`config.mk`:
```
export PLATFORM = sky130hd
export DESIGN_NAME = kcts_keygen
export DESIGN_NICKNAME = d
export VERILOG_FILES = /design/src/hdl/key_combo_table_sorter_core_defines.svh /design/src/hdl/kcts_pkg.sv /design/src/hdl/kcts_keygen.sv
export SDC_FILE = /design/constraint.sdc
export NUM_CORES = 1
export LEC_CHECK = 0
export BUFFER_PORTS_ARGS = -buffer_cell sky130_fd_sc_hd__buf_2
export CAP_MARGIN = 5
export CORE_UTILIZATION = 28
export DETAILED_ROUTE_END_ITERATION = 12
export PLACE_DENSITY = 0.85
export SLEW_MARGIN = 5
export SYNTH_ARGS = -nofsm -noshare
export SYNTH_HDL_FRONTEND = slang
export SYNTH_SLANG_ARGS = --single-unit
```
`constraint.sdc`:
```
create_clock -name vclk -period 1.2
set_clock_uncertainty 0.05 [all_clocks]
set_input_delay 0.12 -clock vclk [all_inputs]
set_output_delay 0.12 -clock vclk [all_outputs]
set_load 0.02 [all_outputs]
```
`src/hdl/key_combo_table_sorter_core_defines.svh`:
```
// Assertion macros used by the sorter core design file.
`ifndef KEY_COMBO_TABLE_SORTER_CORE_DEFINES_SVH
`define KEY_COMBO_TABLE_SORTER_CORE_DEFINES_SVH

`ifndef SYNTHESIS
// Clocked property, disabled in reset.
`define KCTS_ASSERT(label, prop, msg) \
  label: assert property (@(posedge clk_i) disable iff (!rst_ni) prop) else $error(msg);
// Clocked property, also checked during reset.
`define KCTS_ASSERT_RST(label, prop, msg) \
  label: assert property (@(posedge clk_i) prop) else $error(msg);
`else
`define KCTS_ASSERT(label, prop, msg)
`define KCTS_ASSERT_RST(label, prop, msg)
`endif

`endif

```
`src/hdl/kcts_pkg.sv`:
```
`default_nettype none
package kcts_pkg;

  localparam int unsigned TableDepth = 128;
  localparam int unsigned CodeW      = 8;
  localparam int unsigned IdxW       = 7;
  localparam int unsigned CfgIdxW    = 2;

  // Operation codes
  localparam logic [1:0] FUNC_CLEAR = 2'd0;
  localparam logic [1:0] FUNC_WRITE = 2'd1;
  localparam logic [1:0] FUNC_READ  = 2'd2;
  localparam logic [1:0] FUNC_SORT  = 2'd3;

  // Configuration register indexes
  localparam logic [CfgIdxW-1:0] CFG_SHIFT = 2'd0;
  localparam logic [CfgIdxW-1:0] CFG_ALT   = 2'd1;
  localparam logic [CfgIdxW-1:0] CFG_CTRL  = 2'd2;

  localparam logic [CodeW-1:0] ShiftReset = 8'd42;
  localparam logic [CodeW-1:0] AltReset   = 8'd56;
  localparam logic [CodeW-1:0] CtrlReset  = 8'd29;

  // Entry classes in sort order
  localparam logic [1:0] CLS_COMBO  = 2'd0;
  localparam logic [1:0] CLS_SINGLE = 2'd1;
  localparam logic [1:0] CLS_MOD    = 2'd2;
  localparam logic [1:0] CLS_EMPTY  = 2'd3;

  typedef struct packed {
    logic [CodeW-1:0] scan1;
    logic [CodeW-1:0] scan2;
    logic [CodeW-1:0] row1;
    logic [CodeW-1:0] col1;
    logic [CodeW-1:0] row2;
    logic [CodeW-1:0] col2;
  } entry_t;

  localparam int unsigned EntryW = $bits(entry_t);

  typedef struct packed {
    logic [1:0]       cls;
    logic [CodeW-1:0] scan1;
    logic [CodeW-1:0] row1;
    logic [CodeW-1:0] col1;
    logic [CodeW-1:0] row2;
    logic [CodeW-1:0] col2;
  } key_t;

  typedef struct packed {
    logic [CodeW-1:0] shift_code;
    logic [CodeW-1:0] alt_code;
    logic [CodeW-1:0] ctrl_code;
  } cfg_t;

endpackage
`default_nettype wire

```
`src/hdl/kcts_keygen.sv`:
```
`default_nettype none
// Composite sort key: class, then scan1, row1, col1, row2, col2.
module kcts_keygen (
  input  wire kcts_pkg::entry_t entry_i,
  input  wire kcts_pkg::cfg_t   cfg_i,
  output      kcts_pkg::key_t   key_o
);
  logic [1:0] cls;

  always_comb begin
    if (entry_i.scan1 == '0 && entry_i.scan2 == '0) begin
      cls = kcts_pkg::CLS_EMPTY;
    end else if (entry_i.scan2 != '0) begin
      cls = kcts_pkg::CLS_COMBO;
    end else if (entry_i.scan1 == cfg_i.shift_code || entry_i.scan1 == cfg_i.alt_code ||
                 entry_i.scan1 == cfg_i.ctrl_code) begin
      cls = kcts_pkg::CLS_MOD;
    end else begin
      cls = kcts_pkg::CLS_SINGLE;
    end
  end

  assign key_o = '{cls: cls, scan1: entry_i.scan1, row1: entry_i.row1,
                   col1: entry_i.col1, row2: entry_i.row2, col2: entry_i.col2};
endmodule
`default_nettype wire

```
### Word level (Yosys, flattened, before mapping)

Index checks and enable logic that the tools add are counted.

| cells by class | value |
|---|---|
| equality and inequality tests | 3 |
| reductions and logical operators | 6 |
| muxes and demuxes | 3 |

Operators by type and width:

| operator | number |
|---|---|
| equality test 8 bit | 3 |
| logical NOT 8 bit | 2 |
| nonzero test 8 bit | 1 |
| 2-to-1 mux 2 bit | 3 |
| logical OR 1 bit | 2 |
| logical AND 1 bit | 1 |

| storage, ports and cells | value |
|---|---|
| word-level logic and storage cells | 12 |
| register bits | 0 |
| input bits | 72 |
| output and inout port bits | 42 |

### Logic depth before layout (Yosys ltp)

Gate-level depths: netlist (run 1).

| depth | value |
|---|---|
| depth in word-level cells | 6 |
| depth in mapped cells | 5 |
| gate-level depth less buffers | 5 |

### Least setup slack after synthesis (run 1)

OpenSTA, ideal clock, no wires.

| path | value |
|---|---|
| path type | input -> output |
| start | input entry_i[46] (netlist bit) |
| end | output key_o[41] (netlist bit) |
| arrival time | 0.922 ns |
| data required time | 1.030 ns |
| setup slack | 0.108 ns |
| path buffers | 0 |
| stages | 5 |
| cells stage by stage | xor2_1 -> nor4_1 -> nand2_1 -> o211ai_2 -> o21ba_1 |

RTL lines:

| item | line | text |
|---|---|---|
| start, declared | kcts_keygen.sv:4 | `input wire kcts_pkg::entry_t entry_i,` |
| end, declared | kcts_keygen.sv:6 | `output kcts_pkg::key_t key_o` |

==> results of run 1 <==
==> where the power goes <==
group | internal [mW] | leakage, nW | switching (mW) | total (mW)
Clock | 0 | 0 | 0 | 0
Sequential | 0 | 0 | 0 | 0
Combinational | 0.142 | 0.385 | 0.110 | 0.252
Total | 0.142 | 0.385 | 0.110 | 0.252
==> critical path, stage by stage <==
cell      delay, ps
buf_4           130
xor2_1          150
nor4_1          270
nand2_1         100
o211ai_2         90
o21ba_1         150
buf_6           110
==> through the flow <==
step / setup WS, ps / instance area [sq um] / TNS [ps] / hold WS (ps) / instances
2_1_floorplan: 108 / 622 / 0 / 303 / 82
3_3_place_gp: -213 / 651 / -382 / 190 / 125
3_5_place_dp: -238 / 651 / -441 / 190 / 125
4_1_cts: -134 / 741 / -234 / 190 / 126
5_1_grt: -176 / 767 / -330 / 190 / 126
6_report: -98.1 / 767 / -178 / 190 / 126
==> logic make-up after synthesis <==
family                    count (synthesis)  share of synthesized area
AOI/OAI and AO/OA                         3                     0.0443
and+or+nand+nor                          15                      0.135
buffers and inverters                    40                      0.483
xor gates and xnor gates                 24                      0.338
==> area by class of cell <==
class	count	area, sq um	share of cell area
timing repair buffer	57	378	0.493
tap	27	33.8	0.0440
multi-input combinational	42	355	0.463
==> worst max-delay path by stage <==
stage,to,slack [ps],cells past startpoint
after floorplan,key_o[41],110,5
after detailed placement,key_o[41],-240,7
final,key_o[41],-100,7
after global routing,key_o[41],-180,7
after global placement,key_o[41],-210,7
after CTS,key_o[41],-130,7
==> what timing repair did <==
item                       in CTS  in global routing
setup endpoints to repair       2                  2
pin swaps                      10                  5
resized for setup              20                  5
buffers inserted                1                  0
==> placed cells by master (no fill, tap or decap), drive strengths merged <==
master / n
o21ba: 1
a21oi: 1
xnor2: 8
and2: 1
buf: 57
nand2: 4
nand4: 2
o211ai: 1
nor4: 8
xor2: 16
==> per-layer routing <==
metal | global-route usage | wire length (um) | up-vias | share of wire
li1 | - | - | 263 | -
met1 | 0.104 | 460 | 238 | 0.31
met2 | 0.242 | 791 | 26 | 0.54
met3 | 0.0156 | 148 | 18 | 0.10
met4 | 0.0784 | 62 | 0 | 0.042
met5 | 0 | 0 | - | 0
==> impl_metrics.tcl, run 1 <==
set metrics [dict create \
    status "finished with violations" \
    violations "negative setup slack" \
    synth_cell_type_count 10 \
    drive_gt1_frac 0.636 \
    chipHeight_um 49.1 \
    min_path_type "primary input to primary output" \
    slew-limit-headroom 0.798 \
    holdCritStartpoint "entry_i[10]" \
    critPathLaunchType "primary input" \
    setup_ws_ps -98.1 \
    synth_area_per_cell_sq_um 7.58 \
    total_power_uw 252 \
    critPathMaxFanout 4 \
    dr.pass1.iters 2 \
    fmax_mhz 770 \
    vias 545 \
    ys_seq_area_frac 0 \
    final_util 0.379 \
    port-buffer-count 50 \
    area_delta_synth_final_pct 23.3 \
    ys_top_cells_by_area "buf_4 (48%), xor2_1 (23%), xnor2_1 (11%)" \
    hold_viol_final 0 \
    die-area_sq_um 2410 \
    place.gp.congestion 0.644 \
    vdd_drop_max_v 0.000100 \
    ys_warn_count 0 \
    whs_path_depth 0 \
    finalCriticalPeriod_ps 1300 \
    slew_violations 0 \
    grt_pass1_wl_um 2300 \
    p_leak_nw 0.385 \
    drv_cap 0 \
    route.detailed.drc 0 \
    critPathKind "primary input to primary output" \
    setup_violations 2 \
    crit_start "entry_i[46]" \
    hold_buffers 0 \
    fill_cells 224 \
    crit_required_ps 1030 \
    grt_pass1_vias 607 \
    dp_hpwl_um 1270 \
    yosys-top-cells-count "buf_4 (40), xor2_1 (16), nor4_1 (8), xnor2_1 (8), nand2_1 (4)" \
    grt_overflow 0 \
    synth_top_area_frac 0.483 \
    end_kind "primary output" \
    viasPerCell 4.33 \
    diodes 0 \
    synth_nets 154 \
    seq_cells 0 \
    cp.arrival_ps 1130 \
    boundaryPins 114 \
    antenna_found_initial 0 \
    rows 16 \
    min_to "key_o[10]" \
    first_iter_violations 2 \
    start_util 0.308 \
    ant_nets 0 \
    worst_pin_slew_ps 301 \
    track_usage 0.119 \
    grt_max_degree 6 \
    core-area_sq_um 2020 \
    register_area_sq_um 0 \
    nClkBuffers 0 \
    netlist_area_sq_um 622 \
    rsz0062_at_grt "true" \
    syn_inst 82 \
    nNetsFinal 173 \
    die_x_um 49.1 \
    power_density_nw_per_um2 328 \
    yosysTopAreaCell "buf_4" \
    wl_per_cell_um 11.6 \
    yosysMostFrequentCell "buf_4" \
    fin_crit_sh 1.08 \
    wl_um 1460 \
]
No activity file was read; power rests on OpenSTA's default activity.
==> inputs of run 2 (changes only) <==
--- a/config.mk
+++ b/config.mk
@@ -7,6 +7,7 @@
 export LEC_CHECK = 0
 export BUFFER_PORTS_ARGS = -buffer_cell sky130_fd_sc_hd__buf_2
 export CAP_MARGIN = 5
+export CORE_ASPECT_RATIO = 1.2
 export CORE_UTILIZATION = 28
 export DETAILED_ROUTE_END_ITERATION = 12
 export PLACE_DENSITY = 0.85
==> impl_metrics.tcl, run 2 (synthesis gave the netlist of run 1 again) <==
set metrics [dict create \
    die_x_um 45.0 \
    place.gp.congestion 0.649 \
    finalCriticalPeriod_ps 1310 \
    hold_buffers 0 \
    route.detailed.drc 0 \
    nNetsFinal 175 \
    wl_um 1610 \
    port-buffer-count 50 \
    setup_ws_ps -114 \
    rows 18 \
    register_area_sq_um 0 \
    critPathKind "primary input to primary output" \
    violations "negative setup slack" \
    vias 565 \
    slew_violations 0 \
    dr.pass1.iters 1 \
    critPathSlowestCell "o211ai_2" \
    hold_viol_final 0 \
    end_kind "primary output" \
    grt_pass1_wl_um 2070 \
    critPathMaxFanout 4 \
    wl_per_cell_um 12.3 \
    min_path_type "primary input to primary output" \
    cp_slowest_stage_delay_ps 220 \
    diodes 0 \
    track_usage 0.112 \
    p_leak_nw 0.429 \
    ant_nets 0 \
    dp_hpwl_um 1270 \
    grt_overflow 0 \
    tns_ps -209 \
    layout_common_cells "buf_2 (33), xor2_1 (15), buf_6 (14), buf_4 (10)" \
    total_power_uw 286 \
    seq_cells 0 \
    grt_pass1_vias 538 \
    crit_required_ps 1030 \
    antenna_found_initial 0 \
    layout_commonest_cell "buf_2" \
    holdCritStartpoint "entry_i[12]" \
    grt_max_degree 6 \
    worst_pin_slew_ps 244 \
    cp.arrival_ps 1140 \
    boundaryPins 114 \
    viasPerCell 4.31 \
    holdWs_ps 190 \
    nClkBuffers 0 \
    cp_cell_sequence "buf_8, buf_4, xnor2_2, nand4_1, o211ai_2, o21ba_1, buf_6" \
    final_util 0.414 \
    core-area_sq_um 2070 \
    first_iter_violations 0 \
    power_density_nw_per_um2 333 \
    status "finished with violations" \
    min_to "key_o[12]" \
    crit_buf_inv 3 \
    die-area_sq_um 2410 \
    drive_gt1_frac 0.683 \
    critPathLaunchType "primary input" \
    whs_path_depth 0 \
    drv_cap 0 \
    path_delay_family "compound AO/OA/AOI/OAI gates" \
    slew-limit-headroom 0.836 \
    vdd_drop_max_v 0.000135 \
    rsz0062_at_grt "true" \
    chipHeight_um 53.6 \
    start_util 0.300 \
    fmax_mhz 761 \
    fin_crit_sh 1.10 \
    setup_violations 2 \
    area_delta_synth_final_pct 38.0 \
]
==> run 2: changes by cell type in the layout (fill, tap and decap cells not counted), moves of 2 or more <==
cell / delta
buf_2: -5
buf_6: +4
xnor2_1: -4
xnor2_2: +4
buf_4: +2
==> run 2: cell type report <==
cell class	count	area, sq um
well taps	30	37.5
multi-input cells	42	393
repair buffers	59	428
fillers	233	1210
==> run 2: stage by stage <==
stage               cells  setup WS [ps]  instance area, sq um
detailed placement    129           -211                   662
CTS                   131           -140                   781
floorplan              82            108                   622
finish                131           -114                   858
global route          131           -181                   858
global placement      129           -213                   662
==> run 2: where the power goes <==
| group | switching, mW | internal [mW] | total, mW | leakage, nW |
|---|---|---|---|---|
| combinational | 0.120 | 0.166 | 0.286 | 0.429 |
| clock | 0 | 0 | 0 | 0 |
| sequential | 0 | 0 | 0 | 0 |
| total | 0.120 | 0.166 | 0.286 | 0.429 |
==> run 2: worst max-delay path by stage <==
stage	from	endpoint	slack (ps)	cells after the start
floorplan	entry_i[46]	key_o[41]	110	5
global placement	entry_i[46]	key_o[41]	-210	7
detailed placement	entry_i[46]	key_o[41]	-210	7
CTS	entry_i[40]	key_o[41]	-140	7
global route	cfg_i[14]	key_o[41]	-180	7
finish	entry_i[45]	key_o[41]	-110	7
==> run 2: per-layer routing <==
metal	share of wire	global-route usage	vias to the layer above
li1	-	-	268
met1	0.28	0.0934	242
met4	0.048	0.0657	0
met5	0	0	-
met3	0.11	0.0101	18
met2	0.56	0.242	37
==> run 2: timing repair <==
item | CTS | global route
setup endpoints to repair | 2 | 2
buffers inserted | 2 | 0
pin swaps | 14 | 12
gates resized for setup | 24 | 13
==> inputs of run 3 (changes only) <==
--- a/config.mk
+++ b/config.mk
@@ -11,6 +11,7 @@
 export CORE_UTILIZATION = 28
 export DETAILED_ROUTE_END_ITERATION = 12
 export PLACE_DENSITY = 0.85
+export RECOVER_POWER = 100
 export SLEW_MARGIN = 5
 export SYNTH_ARGS = -nofsm -noshare
 export SYNTH_HDL_FRONTEND = slang
==> impl_metrics.tcl, run 3 (synthesis gave the netlist of run 1 again) <==
set metrics [dict create \
    status "finished with violations" \
    violations "negative setup slack" \
    whs_path_depth 0 \
    wl_per_cell_um 12.3 \
    port-buffer-count 50 \
    wl_um 1620 \
    layout_commonest_cell "buf_2" \
    dp_hpwl_um 1270 \
    critPathMaxFanout 4 \
    area_delta_synth_final_pct 37.8 \
    vdd_drop_max_v 0.000135 \
    worst_pin_slew_ps 244 \
    antenna_found_initial 0 \
    cp.arrival_ps 1140 \
    rows 18 \
    end_kind "primary output" \
    track_usage 0.112 \
    die-area_sq_um 2410 \
    chipHeight_um 53.6 \
    drv_cap 0 \
    grt_pass1_wl_um 2070 \
    grt_pass1_vias 538 \
    viasPerCell 4.31 \
    setup_violations 2 \
    place.gp.congestion 0.649 \
    holdWs_ps 190 \
    core-area_sq_um 2070 \
    nNetsFinal 175 \
    tns_ps -209 \
    critPathKind "primary input to primary output" \
    drive_gt1_frac 0.673 \
    layout_common_cells "buf_2 (32), xor2_1 (15), buf_6 (14), buf_4 (10)" \
    nClkBuffers 0 \
    p_leak_nw 0.427 \
    grt_overflow 0 \
    seq_cells 0 \
    final_util 0.414 \
    finalCriticalPeriod_ps 1310 \
    first_iter_violations 0 \
    rsz0062_at_grt "true" \
    setup_ws_ps -114 \
    hold_viol_final 0 \
    power_density_nw_per_um2 333 \
    multi_input_area_sq_um 393 \
    start_util 0.300 \
    ant_nets 0 \
    fin_crit_sh 1.10 \
    fill_cells 234 \
    crit_required_ps 1030 \
    register_area_sq_um 0 \
    dr.pass1.iters 1 \
    min_path_type "primary input to primary output" \
    critPathLaunchType "primary input" \
    boundaryPins 114 \
    diodes 0 \
    slew-limit-headroom 0.836 \
    fmax_mhz 761 \
    grt_max_degree 6 \
    route.detailed.drc 0 \
    die_x_um 45.0 \
    slew_violations 0 \
    vias 565 \
]
run 3: final timing paths:
path,start,to,slack [ps]
max,entry_i[45],key_o[41],-110
min,entry_i[12],key_o[12],190
run 3: timing repair:
action,CTS,global route
pin swaps,14,12
hold buffers,0,0
endpoints found under the setup margin,2,2
gates resized for setup,24,13
setup buffers,2,0
run 3: worst max-delay path: stages:
cell      delay (ps)
buf_8            110
buf_4            140
xnor2_2          150
nand4_1          140
o211ai_2         220
o21ba_1          160
buf_6            120
run 3: cell type report:
class | count | area share
repair buffers | 59 | 0.498
multi-input cells | 42 | 0.458
well taps | 30 | 0.0438
run 3: power by group:
| part | internal (mW) | total, mW | switching (mW) |
|---|---|---|---|
| combinational | 0.165 | 0.285 | 0.120 |
| sequential | 0 | 0 | 0 |
| clock | 0 | 0 | 0 |
| total | 0.165 | 0.285 | 0.120 |
run 3: metrics by stage:
stage	area, sq um	cells	setup slack, ps	total power, mW
after floorplan	622	82	108	0.263
after global placement	662	129	-213	0.216
after detailed placement	662	129	-211	0.217
after CTS	781	131	-140	0.257
after global routing	857	131	-181	0.307
final	857	131	-114	0.285
run 3: per-layer routing:
metal	GRT usage	share of wire
met3	0.0101	0.11
met1	0.0934	0.28
met4	0.0657	0.048
met2	0.242	0.56
met5	0	0
