**src/hdl/key_combo_table_sorter_core_defines.svh**
```systemverilog
// Assertion macros used by the sorter core design file.
`ifndef KEY_COMBO_TABLE_SORTER_CORE_DEFINES_SVH
`define KEY_COMBO_TABLE_SORTER_CORE_DEFINES_SVH

`ifndef SYNTHESIS
// Clocked property, disabled in reset.
`define KCTS_ASSERT(label, prop, msg) \
  label: assert property (@(posedge clk_i) disable iff (!rst_ni) prop) else $error(msg);
// Clocked property, also checked during reset.
`define KCTS_ASSERT_RST(label, prop, msg) \
  label: assert property (@(posedge clk_i) prop) else $error(msg);
`else
`define KCTS_ASSERT(label, prop, msg)
`define KCTS_ASSERT_RST(label, prop, msg)
`endif

`endif

```
**src/hdl/kcts_ram.sv**
```systemverilog
`default_nettype none
module kcts_ram #(
  parameter int unsigned Width = 8,
  parameter int unsigned Depth = 16
) (
  input  wire logic                     clk_i,
  input  wire logic                     we_i,
  input  wire logic [$clog2(Depth)-1:0] waddr_i,
  input  wire logic [Width-1:0]         wdata_i,
  input  wire logic [$clog2(Depth)-1:0] raddr_i,
  output      logic [Width-1:0]         rdata_o
);
  logic [Width-1:0] mem [Depth];

  always_ff @(posedge clk_i) begin
    if (we_i) begin
      mem[waddr_i] <= wdata_i;
    end
    rdata_o <= mem[raddr_i];
  end
endmodule
`default_nettype wire

```
**config.mk**
```make
export PLATFORM = sky130hd
export DESIGN_NAME = kcts_ram
export DESIGN_NICKNAME = d
export VERILOG_FILES = /design/src/hdl/key_combo_table_sorter_core_defines.svh /design/src/hdl/kcts_ram.sv
export SDC_FILE = /design/constraint.sdc
export NUM_CORES = 1
export LEC_CHECK = 0
export CORE_AREA = 2 2 105 208
export DETAILED_ROUTE_END_ITERATION = 16
export DIE_AREA = 0 0 107 210
export DONT_BUFFER_PORTS = 1
export MAX_ROUTING_LAYER = met4
export PLACE_DENSITY = 0.43
export SYNTH_ARGS = -nofsm -noshare
export SYNTH_HDL_FRONTEND = slang
export SYNTH_SLANG_ARGS = --single-unit
```
**constraint.sdc**
```tcl
create_clock -name clk_i -period 2.01 [get_ports clk_i]
set_input_delay 0.201 -clock clk_i [delete_from_list [all_inputs] [get_ports clk_i]]
set_output_delay 0.201 -clock clk_i [all_outputs]
set_load 0.05 [all_outputs]
```
# Word-level counts from Yosys, hierarchy flattened
# Memories as Yosys holds them, arrays and structs flattened. A register that Yosys moved wholly into a read port is not among the register bits.
# Cells that the tools add are included.
dict set report op_classes {
  bitwise 0
  n_div 0
  n_addsub 0
  mul 0
  shift 0
  n_lt_le_gt_ge 0
  n_mux 2
  eq_ne 0
  n_reduce_logical 0
}
# op count
set op_table {}
lappend op_table {{$mux 1} 2}
dict set report totals {
  reg_bits 0
  n_memories 1
  latchBits 0
  ram_bits 128
  input_bits 18
  mem_bits_ro 0
}
# name depth word_bits rd rd_ports_with_merged_regs write_ports line
set mem_list {}
lappend mem_list {mem 16 8 1 1 1 kcts_ram.sv:13} ;# logic [Width-1:0] mem [Depth];

# Logic depth before layout (Yosys ltp)
# Gate-level depths: netlist of the first run.
dict set report depth {
  depth_word 2
  depth_mapped 5
  mapped_depth_nobuf 3
}

# Worst setup path after synthesis of the first run
# Ideal clock, no wire load.
dict set report synth_path {
  path_kind {input-to-reg}
  start {input waddr_i[2]}
  end {memory mem[0][0], enable pin}
  t_arrival_ns 1.311
  path_slack_ns 0.316
  path_buffers 0
  t_required_ns 1.627
  cell_stages 2
  setup_time_ns 0.383
  cell_sequence {or3b_2 > nor3_1}
}
# element line
set synth_rtl {}
lappend synth_rtl {{start: declaration} kcts_ram.sv:8} ;# input wire logic [$clog2(Depth)-1:0] waddr_i,
lappend synth_rtl {{end: declaration} kcts_ram.sv:13}
# No word-level cell before the write port.

==> metrics.txt, run 1 <==
worst reg2reg path endpoint rdata_o[2]$_DFF_P_; vias in the first global route 2614; routed len/inst about 22 um; Max-Cap Viols 0; Mapped Nets roughly 250; GRT Total Usage 0.116; initial antenna violation count 0; fin crit share 0.702; top area cells in the synthesized netlist edfxtp_1, mux4_2, mux4_1, dfxtp_1, a22oi_1; post-synthesis cell count between 200 and 250; post-CTS setup buffers 0; CTS Buffer Depth 2; fillers 2012; Antenna diodes 0; min-delay worst type input port to register; Sink Count 136; final hold viol count 0; Synth area leader edfxtp_1; setup violators final 0; Ports 26; final wirelength 11700 um; worst relative slew slack 0.518; synth warn 0; fmax 709 MHz; R2R depth 3; Final #Nets 281; final setup TNS 0 ps; VDD IR max 0.000410 V; Initial Utilization 0.246; die width 107 um; Setup crit start kind register; post-route cell area 6210 um^2; Static Leak 2.02 nW; Die Ht 210 um; fraction of registers with async set/reset 0; crit path kind register to register; Vias roughly 2300; CTS H-tree depth 4; Pwr Total 6.69 mW; largest net degree at the start of global routing 33; share of Yosys cell area claimed by the top area cell type 0.747; Iteration-0 DRC Markers 171; CP required approximately 2300 ps; top_reg_cell synth edfxtp_1; Hold-fix buffers, CTS 8; Worst-path clk slew 60 ps; Final Max Tran Viols 0; sequential area share after synthesis 0.778; CP endpoint rdata_o[2]$_DFF_P_; Worst Hold Launch raddr_i[1]; critical path capture point type register; DR pass1 iterations 4; CTS Root Cell clkbuf_16; Rows 75; DRC violations left 0; post-route ant nets 0; Reg2Reg Setup Slack 600 ps; placed cell areas 5530 um^2; PwrDens 1080 nW/um^2; hpwl dp around 7900 um; worst slew pin tran between 700 and 800 ps; post-synthesis cell type count 19; post-synthesis register bit count 136; TritonCTS Buffers 17; Post-synth EDFFs about 130; Port Buffers 0; Cell Area, Synth between 5000 and 6000 um^2; worst-path fanout max 1; Final Hold Slack 74.8 ps; Clk Latency, worst-skew pair roughly 410 ps; status complete, no violations; area delta synth->final 20.7%; Core Footprint 20900 um^2; CP startpoint mem[7][2]$_DFFE_PP_; RSZ-0062 raised after global routing false; first-pass GRT wire length 17300 um; Register Area 4000 um^2; Worst Skew 6.35 ps; post-CTS sizing 0; DIE AREA roughly 22000 um^2; syn avg cell area 22.5 um^2; Final min period 1410 ps; TritonCTS clock tree built; gr ovfl total 0; Critical R2R Launch mem[7][2]$_DFFE_PP_; GPL Wtd Cong 0.758; multi-input logic area 1060 um^2; final core utilization 0.297; CP arrival roughly 1700 ps; drt via density 4.30; share of cells above drive strength 1 0.232
[synth_stat cells, drive strengths merged (2+ instances only)]
cell / n
a22oi: 16
mux4: 32
nor3: 4
edfxtp: 128
dfxtp: 8
nor2: 13
clkdlybuf4s25: 3
nand3b: 2
buf: 7
nand2b: 2
nand2: 9
[cells by family (layout without fill, tap and decap cells)]
group | Yosys count | count (layout) | synth area share
AO/OA/AOI/OAI | 16 | 16 | 0.0233
AND/OR/NAND/NOR | 35 | 35 | 0.0318
multiplexers | 32 | 32 | 0.150
buffers and inverters | 10 | 57 | 0.0168
flip-flops | 136 | 136 | 0.778
[placed cells by master, fill, tap and decap left out]
master         netlist  routed
mux4_1              14      14
and2_1               1       1
dlygate4sd3_1        0       8
nand3b_1             2       2
a22oi_1             16      16
clkinv_2             0       5
clkbuf_16            0      17
nor2b_1              1       1
clkbuf_8             0       1
nor3_1               4       4
or3b_2               1       1
and2b_1              1       1
nand2_1              9       9
nand3_1              1       1
nor2_1              13      13
dfxtp_1              8       8
edfxtp_1           128     128
bufinv_16            0       4
clkbuf_1             0       4
nand2b_1             2       2
mux4_2              18      18
clkinvlp_4           0       1
buf_4                1      17
[worst max-delay path, stage by stage (launching register included)]
cell      delay (ps)
edfxtp_1         390
mux4_1           540
a22oi_1          220
nand2_1          140
[cell type report]
cell class / instances / area share
Clock inverter: 10 / 0.0246
Multi-Input combinational cell: 83 / 0.170
Clock buffer: 22 / 0.0731
Timing Repair Buffer: 25 / 0.0334
Tap cell: 269 / 0.0542
Sequential cell: 136 / 0.645
[through the flow]
step,instances,setup slack [ps]
2_1_floorplan,229,316
3_3_place_gp,505,572
3_5_place_dp,505,576
4_1_cts,545,569
5_1_grt,545,564
6_report,545,599
[per-layer routing]
| metal | GRT usage | share of wire | up-vias |
|---|---|---|---|
| met2 | 0.211 | 0.58 | 51 |
| met1 | 0.112 | 0.36 | 1238 |
| met5 | - | 0 | - |
| met3 | 0.0306 | 0.034 | 15 |
| li1 | - | - | 1040 |
| met4 | 0.0582 | 0.026 | 0 |
[flip-flops by register name (all words and copies together) (netlist names)]
register / count
mem: 128
rdata_o: 8
[power by group]
group	internal, mW	switching [mW]
combinational	0.107	0.117
sequential	3.17	0.0943
clock	2.10	1.10
total	5.38	1.31
[worst min path at each step]
stage / endpoint / cells after the start
final: rdata_o[0]$_DFF_P_ / 3
after global routing: rdata_o[1]$_DFF_P_ / 3
after CTS: rdata_o[0]$_DFF_P_ / 3
after detailed placement: mem[5][5]$_DFFE_PP_ / 0
after global placement: mem[6][5]$_DFFE_PP_ / 0
after floorplan: mem[0][0]$_DFFE_PP_ / 0
No activity file was read; power rests on OpenSTA's default activity.
==> run 2, diff against run 1 <==
==> constraint.sdc (replaced) <==
create_clock -name clk_i -period 1.45 [get_ports clk_i]
set_input_delay 0.145 -clock clk_i [delete_from_list [all_inputs] [get_ports clk_i]]
set_output_delay 0.145 -clock clk_i [all_outputs]
set_load 0.05 [all_outputs]
==> metrics.txt, run 2 (synthesized netlist as in run 1, its figures left out) <==
status complete, no violations (unchanged); first-pass GRT wire length 16800 um (was 17300 um); GPL Wtd Cong 0.738 (was 0.758); Largest register FFs 128 (unchanged); Cell Int Power 7.00 mW (was 5.38 mW); CTS Root Cell clkbuf_16 (unchanged); GRT Total Usage 0.112 (was 0.116); slowest CP cell mux4_1 (unchanged); RSZ-0062 raised after global routing false (unchanged); Biggest register mem (unchanged); most common cell after layout, fill and taps aside edfxtp_1 (unchanged); TritonCTS clock tree built (unchanged); worst slew pin tran 767 ps (was 721 ps); biggest regs mem x128, rdata_o x8 (unchanged); Worst-path clk slew 60 ps (about the same); setup violators final 0 (unchanged); post-CTS setup buffers 0 (unchanged); Ports 26 (unchanged); most frequent cells in the layout edfxtp_1, buf_4, mux4_2, clkbuf_16, a22oi_1 (was edfxtp_1, mux4_2, clkbuf_16, buf_4, a22oi_1); fin crit share 0.942 (was 0.702); post-route ant nets 0 (unchanged); crit path kind register to register (unchanged); switching power 1.89 mW (was 1.31 mW); initial antenna violation count 1 (was 0); Setup crit start kind register (unchanged); fmax 732 MHz (was 709 MHz); DIE AREA 22500 um^2 (unchanged); Max-Cap Viols 0 (unchanged); CP arrival 1680 ps (was 1690 ps); Register Area 4000 um^2 (unchanged); DRC violations left 0 (unchanged); CP required 1760 ps (was 2290 ps); area delta synth->final 20.8% (was 20.7%); combinational power share 0.035 (was 0.034); slowest stage delay, CP 520 ps (was 540 ps); Vias 2387 (was 2344); TritonCTS Buffers 17 (unchanged); clock power share 0.457 (was 0.478); critical path capture point type register (unchanged); hpwl dp 7720 um (was 7920 um); Rows 75 (unchanged); Initial Utilization 0.246 (unchanged); worst relative slew slack 0.487 (was 0.518); Final WS setup 83.4 ps (was 599 ps); Sink Count 136 (unchanged); PwrDens 1430 nW/um^2 (was 1080 nW/um^2); VDD IR max 0.000586 V (was 0.000410 V); Switching Share 0.212 (was 0.196); dpl cells 508 (was 505); CTS H-tree depth 4 (unchanged); setup slack at placement 63.7 ps (was 576 ps); largest net degree at the start of global routing 33 (unchanged); Reg2Reg Setup Slack 80 ps (was 600 ps); sequential power share 0.508 (was 0.489); Iteration-0 DRC Markers 151 (was 171); Final Max Tran Viols 0 (unchanged); CP delay by family, top multiplexers (unchanged); Final #Nets 284 (was 281); share of cells above drive strength 1 0.258 (was 0.232); routed len/inst 20.6 um (was 21.5 um); Die Ht 210 um (unchanged); CTS Buffer Depth 2 (unchanged); multi-input logic area 1060 um^2 (about the same); placed cell areas 5570 um^2 (was 5530 um^2); DR pass1 iterations 4 (unchanged); min-delay worst type input port to register (unchanged); final setup TNS 0 ps (unchanged); Static Leak 2.01 nW (was 2.02 nW); vias in the first global route 2618 (was 2614); die width 107 um (unchanged); Port Buffers 0 (unchanged); final cell count without fillers 549 (was 545); final hold viol count 0 (unchanged); worst-path fanout max 1 (unchanged); fillers 2016 (was 2012); Worst Skew 7.24 ps (was 6.35 ps); crit path buf inv count 0 (unchanged); CP cell instances mux4_1 -> a22oi_1 -> nand2_1 (unchanged); gr ovfl total 0 (unchanged); Final min period 1370 ps (was 1410 ps); Core Footprint 20900 um^2 (unchanged); post-route cell area 6220 um^2 (was 6210 um^2); Clk Latency, worst-skew pair 420 ps (was 410 ps); final wirelength 11300 um (was 11700 um); drt via density 4.35 (was 4.30)
run 2: power by group through the flow:
stage	sequential (mW)	combinational (mW)	clock, mW
after global placement	4.60	0.252	0
final	4.52	0.309	4.06
after detailed placement	4.61	0.253	0
after floorplan	4.59	0.223	0
after CTS	4.53	0.319	4.15
after global routing	4.53	0.338	4.28
run 2: metrics by stage:
step                total power, mW  hold slack (ps)   util
global placement               4.86              245  0.266
CTS                            9.00             23.9  0.297
detailed placement             4.86              245  0.266
floorplan                      4.81              244      -
finish                         8.89             41.5  0.297
global route                   9.14             50.0  0.297
run 2: worst min-delay path, delay by kind of cell:
family / cells / cell delay (ps)
AND/OR/NAND/NOR: 1 / 60
AO/OA/AOI/OAI: 1 / 60
multiplexers: 1 / 160
run 2: path summary, 6_finish.rpt:
path,startpoint,to,cells past startpoint
setup / recovery,mem[1][3]$_DFFE_PP_,rdata_o[3]$_DFF_P_,3
setup reg to reg,mem[1][3]$_DFFE_PP_,rdata_o[3]$_DFF_P_,3
hold reg to reg,mem[14][7]$_DFFE_PP_,rdata_o[7]$_DFF_P_,3
hold / removal,raddr_i[1],rdata_o[4]$_DFF_P_,3
run 2: repair_timing:
item	CTS	global route
gates resized for setup	0	0
hold buffers	8	0
endpoints found under the hold margin	128	0
setup endpoints to repair	0	0
run 2: final cells by class:
cell class,count,share of cell area
sequential,136,0.644
multi-input combinational,83,0.171
clock buffer,22,0.0813
tap,269,0.0541
timing repair buffer,28,0.0390
clock inverter,10,0.0107
antenna,1,0.000402
run 2: per-layer routing:
metal | up-vias | track usage | part of all wire
met5 | - | - | 0
met4 | 0 | 0.0672 | 0.038
met3 | 20 | 0.0356 | 0.049
met2 | 66 | 0.201 | 0.58
met1 | 1253 | 0.101 | 0.34
li1 | 1048 | - | -
==> run 3, diff against run 2 <==
--- a/config.mk
+++ b/config.mk
@@ -11,6 +11,7 @@
 export DONT_BUFFER_PORTS = 1
 export MAX_ROUTING_LAYER = met4
 export PLACE_DENSITY = 0.43
+export RECOVER_POWER = 25
 export SYNTH_ARGS = -nofsm -noshare
 export SYNTH_HDL_FRONTEND = slang
 export SYNTH_SLANG_ARGS = --single-unit
==> metrics.txt, run 3 (synthesized netlist as in run 1, its figures left out) <==
first-pass GRT wire length 16800 um (unchanged); DIE AREA 22500 um^2 (unchanged); RSZ-0062 raised after global routing false (unchanged); fin crit share 0.942 (about the same); worst reg2reg path endpoint rdata_o[3]$_DFF_P_ (unchanged); critical path capture point type register (unchanged); CP cell instances mux4_1 -> a22oi_1 -> nand2_1 (unchanged); GRT Total Usage 0.112 (unchanged); CTS Buffer Depth 2 (unchanged); final setup TNS 0 ps (unchanged); setup slack at placement 63.7 ps (unchanged); post-route ant nets 0 (unchanged); CP delay by family, top multiplexers (unchanged); Rows 75 (unchanged); Worst-path clk slew 60 ps (about the same); CTS H-tree depth 4 (unchanged); PwrDens 1440 nW/um^2 (was 1430 nW/um^2); Initial Utilization 0.246 (unchanged); Die Ht 210 um (unchanged); Largest register FFs 128 (unchanged); Iteration-0 DRC Markers 126 (was 151); Biggest register mem (unchanged); most common cell after layout, fill and taps aside edfxtp_1 (unchanged); hpwl dp 7720 um (unchanged); Switching Share 0.213 (was 0.212); VDD IR max 0.000633 V (was 0.000586 V); DR pass1 iterations 4 (unchanged); die width 107 um (unchanged); setup violators final 0 (unchanged); worst slew pin tran 779 ps (was 767 ps); Final WS setup 83.7 ps (was 83.4 ps); DRC violations left 0 (unchanged); slowest stage delay, CP 520 ps (about the same); sequential power share 0.508 (about the same); Worst Skew 7.47 ps (was 7.24 ps); TritonCTS Buffers 17 (unchanged); biggest regs mem x128, rdata_o x8 (unchanged); TritonCTS clock tree built (unchanged); status complete, no violations (unchanged); Reg2Reg Setup Slack 80 ps (about the same); min-delay worst type input port to register (unchanged); drt via density 4.34 (was 4.35); final hold viol count 0 (unchanged); routed len/inst 20.6 um (about the same); R2R depth 3 (unchanged); CP arrival 1670 ps (was 1680 ps); Static Leak 1.96 nW (was 2.01 nW); Port Buffers 0 (unchanged); number of cells on the critical path 3 (unchanged); Vias 2381 (was 2387); post-CTS sizing 0 (unchanged); Final Max Tran Viols 0 (unchanged); Final min period 1370 ps (about the same); hold path cells 3 (unchanged); crit path buf inv count 0 (unchanged); switching power 1.89 mW (about the same); Core Footprint 20900 um^2 (unchanged); gr ovfl total 0 (unchanged); final wirelength 11300 um (about the same); largest net degree at the start of global routing 33 (unchanged); crit path kind register to register (unchanged); share of cells above drive strength 1 0.211 (was 0.258); initial antenna violation count 1 (unchanged); Max-Cap Viols 0 (unchanged); post-CTS setup buffers 0 (unchanged); most frequent cells in the layout edfxtp_1, mux4_2, clkbuf_16, a22oi_1, mux4_1 (was edfxtp_1, buf_4, mux4_2, clkbuf_16, a22oi_1); Critical R2R Launch mem[1][3]$_DFFE_PP_ (unchanged); Cell Int Power 7.00 mW (about the same); GPL Wtd Cong 0.738 (unchanged); CP required 1760 ps (about the same); worst relative slew slack 0.480 (was 0.487); fmax 732 MHz (about the same); Ports 26 (unchanged); vias in the first global route 2618 (unchanged); Worst Hold Endpoint rdata_o[4]$_DFF_P_ (unchanged); CTS Root Cell clkbuf_16 (unchanged); slowest CP cell mux4_1 (unchanged); Final #Nets 284 (unchanged); worst-path fanout max 1 (unchanged); area delta synth->final 19.9% (was 20.8%); Sink Count 136 (unchanged); clock power share 0.457 (about the same); Setup crit start kind register (unchanged); combinational power share 0.034 (was 0.035); Worst Hold Launch raddr_i[1] (unchanged); Hold-fix buffers, CTS 8 (unchanged); Clk Latency, worst-skew pair 420 ps (about the same)
run 3: cell count changes in the layout (fill, tap and decap cells not counted), sizes merged:
cell	before	now
buf	20	7
clkbuf	22	35
run 3: power groups by stage:
stage / registers, mW / logic, mW / clock network, mW
after detailed placement: 4.61 / 0.253 / 0
after CTS: 4.53 / 0.319 / 4.15
final: 4.52 / 0.304 / 4.07
after global routing: 4.53 / 0.333 / 4.28
after global placement: 4.60 / 0.252 / 0
after floorplan: 4.59 / 0.223 / 0
run 3: final cells by class:
| class | instances | area (um^2) |
|---|---|---|
| timing repair buffer | 28 | 194 |
| multi-input combinational | 83 | 1060 |
| clock buffer | 22 | 505 |
| antenna | 1 | 2.50 |
| fill | 2025 | 14800 |
| clock inverter | 10 | 66.3 |
| sequential | 136 | 4000 |
| tap | 269 | 337 |
run 3: per-stage QoR:
step           area [um^2]  power, mW  hold WS (ps)  std cells   util
2_1_floorplan         5150       4.81           244        229      -
3_3_place_gp          5570       4.86           245        508  0.266
3_5_place_dp          5570       4.86           245        508  0.266
4_1_cts               6220       9.00          23.9        548  0.297
5_1_grt               6170       9.14          50.0        549  0.295
6_report              6170       8.89          41.9        549  0.295
run 3: worst min-delay path: stages:
cell     delay, ps
mux4_2         160
a22oi_1         60
nand2_1         60
run 3: how the worst max path moves through the flow:
stage                             start                  end  slack, ps
finish              mem[1][3]$_DFFE_PP_   rdata_o[3]$_DFF_P_         80
global route        mem[1][3]$_DFFE_PP_   rdata_o[3]$_DFF_P_          4
CTS                 mem[0][3]$_DFFE_PP_   rdata_o[3]$_DFF_P_         60
detailed placement  mem[0][3]$_DFFE_PP_   rdata_o[3]$_DFF_P_         60
global placement    mem[1][3]$_DFFE_PP_   rdata_o[3]$_DFF_P_         50
floorplan                    waddr_i[2]  mem[3][0]$_DFFE_PP_         40
run 3: metal layers:
metal / GRT usage / up-vias / part of all wire
li1: - / 1048 / -
met1: 0.101 / 1243 / 0.34
met2: 0.201 / 70 / 0.57
met3: 0.0356 / 20 / 0.051
met4: 0.0672 / 0 / 0.037
met5: - / - / 0
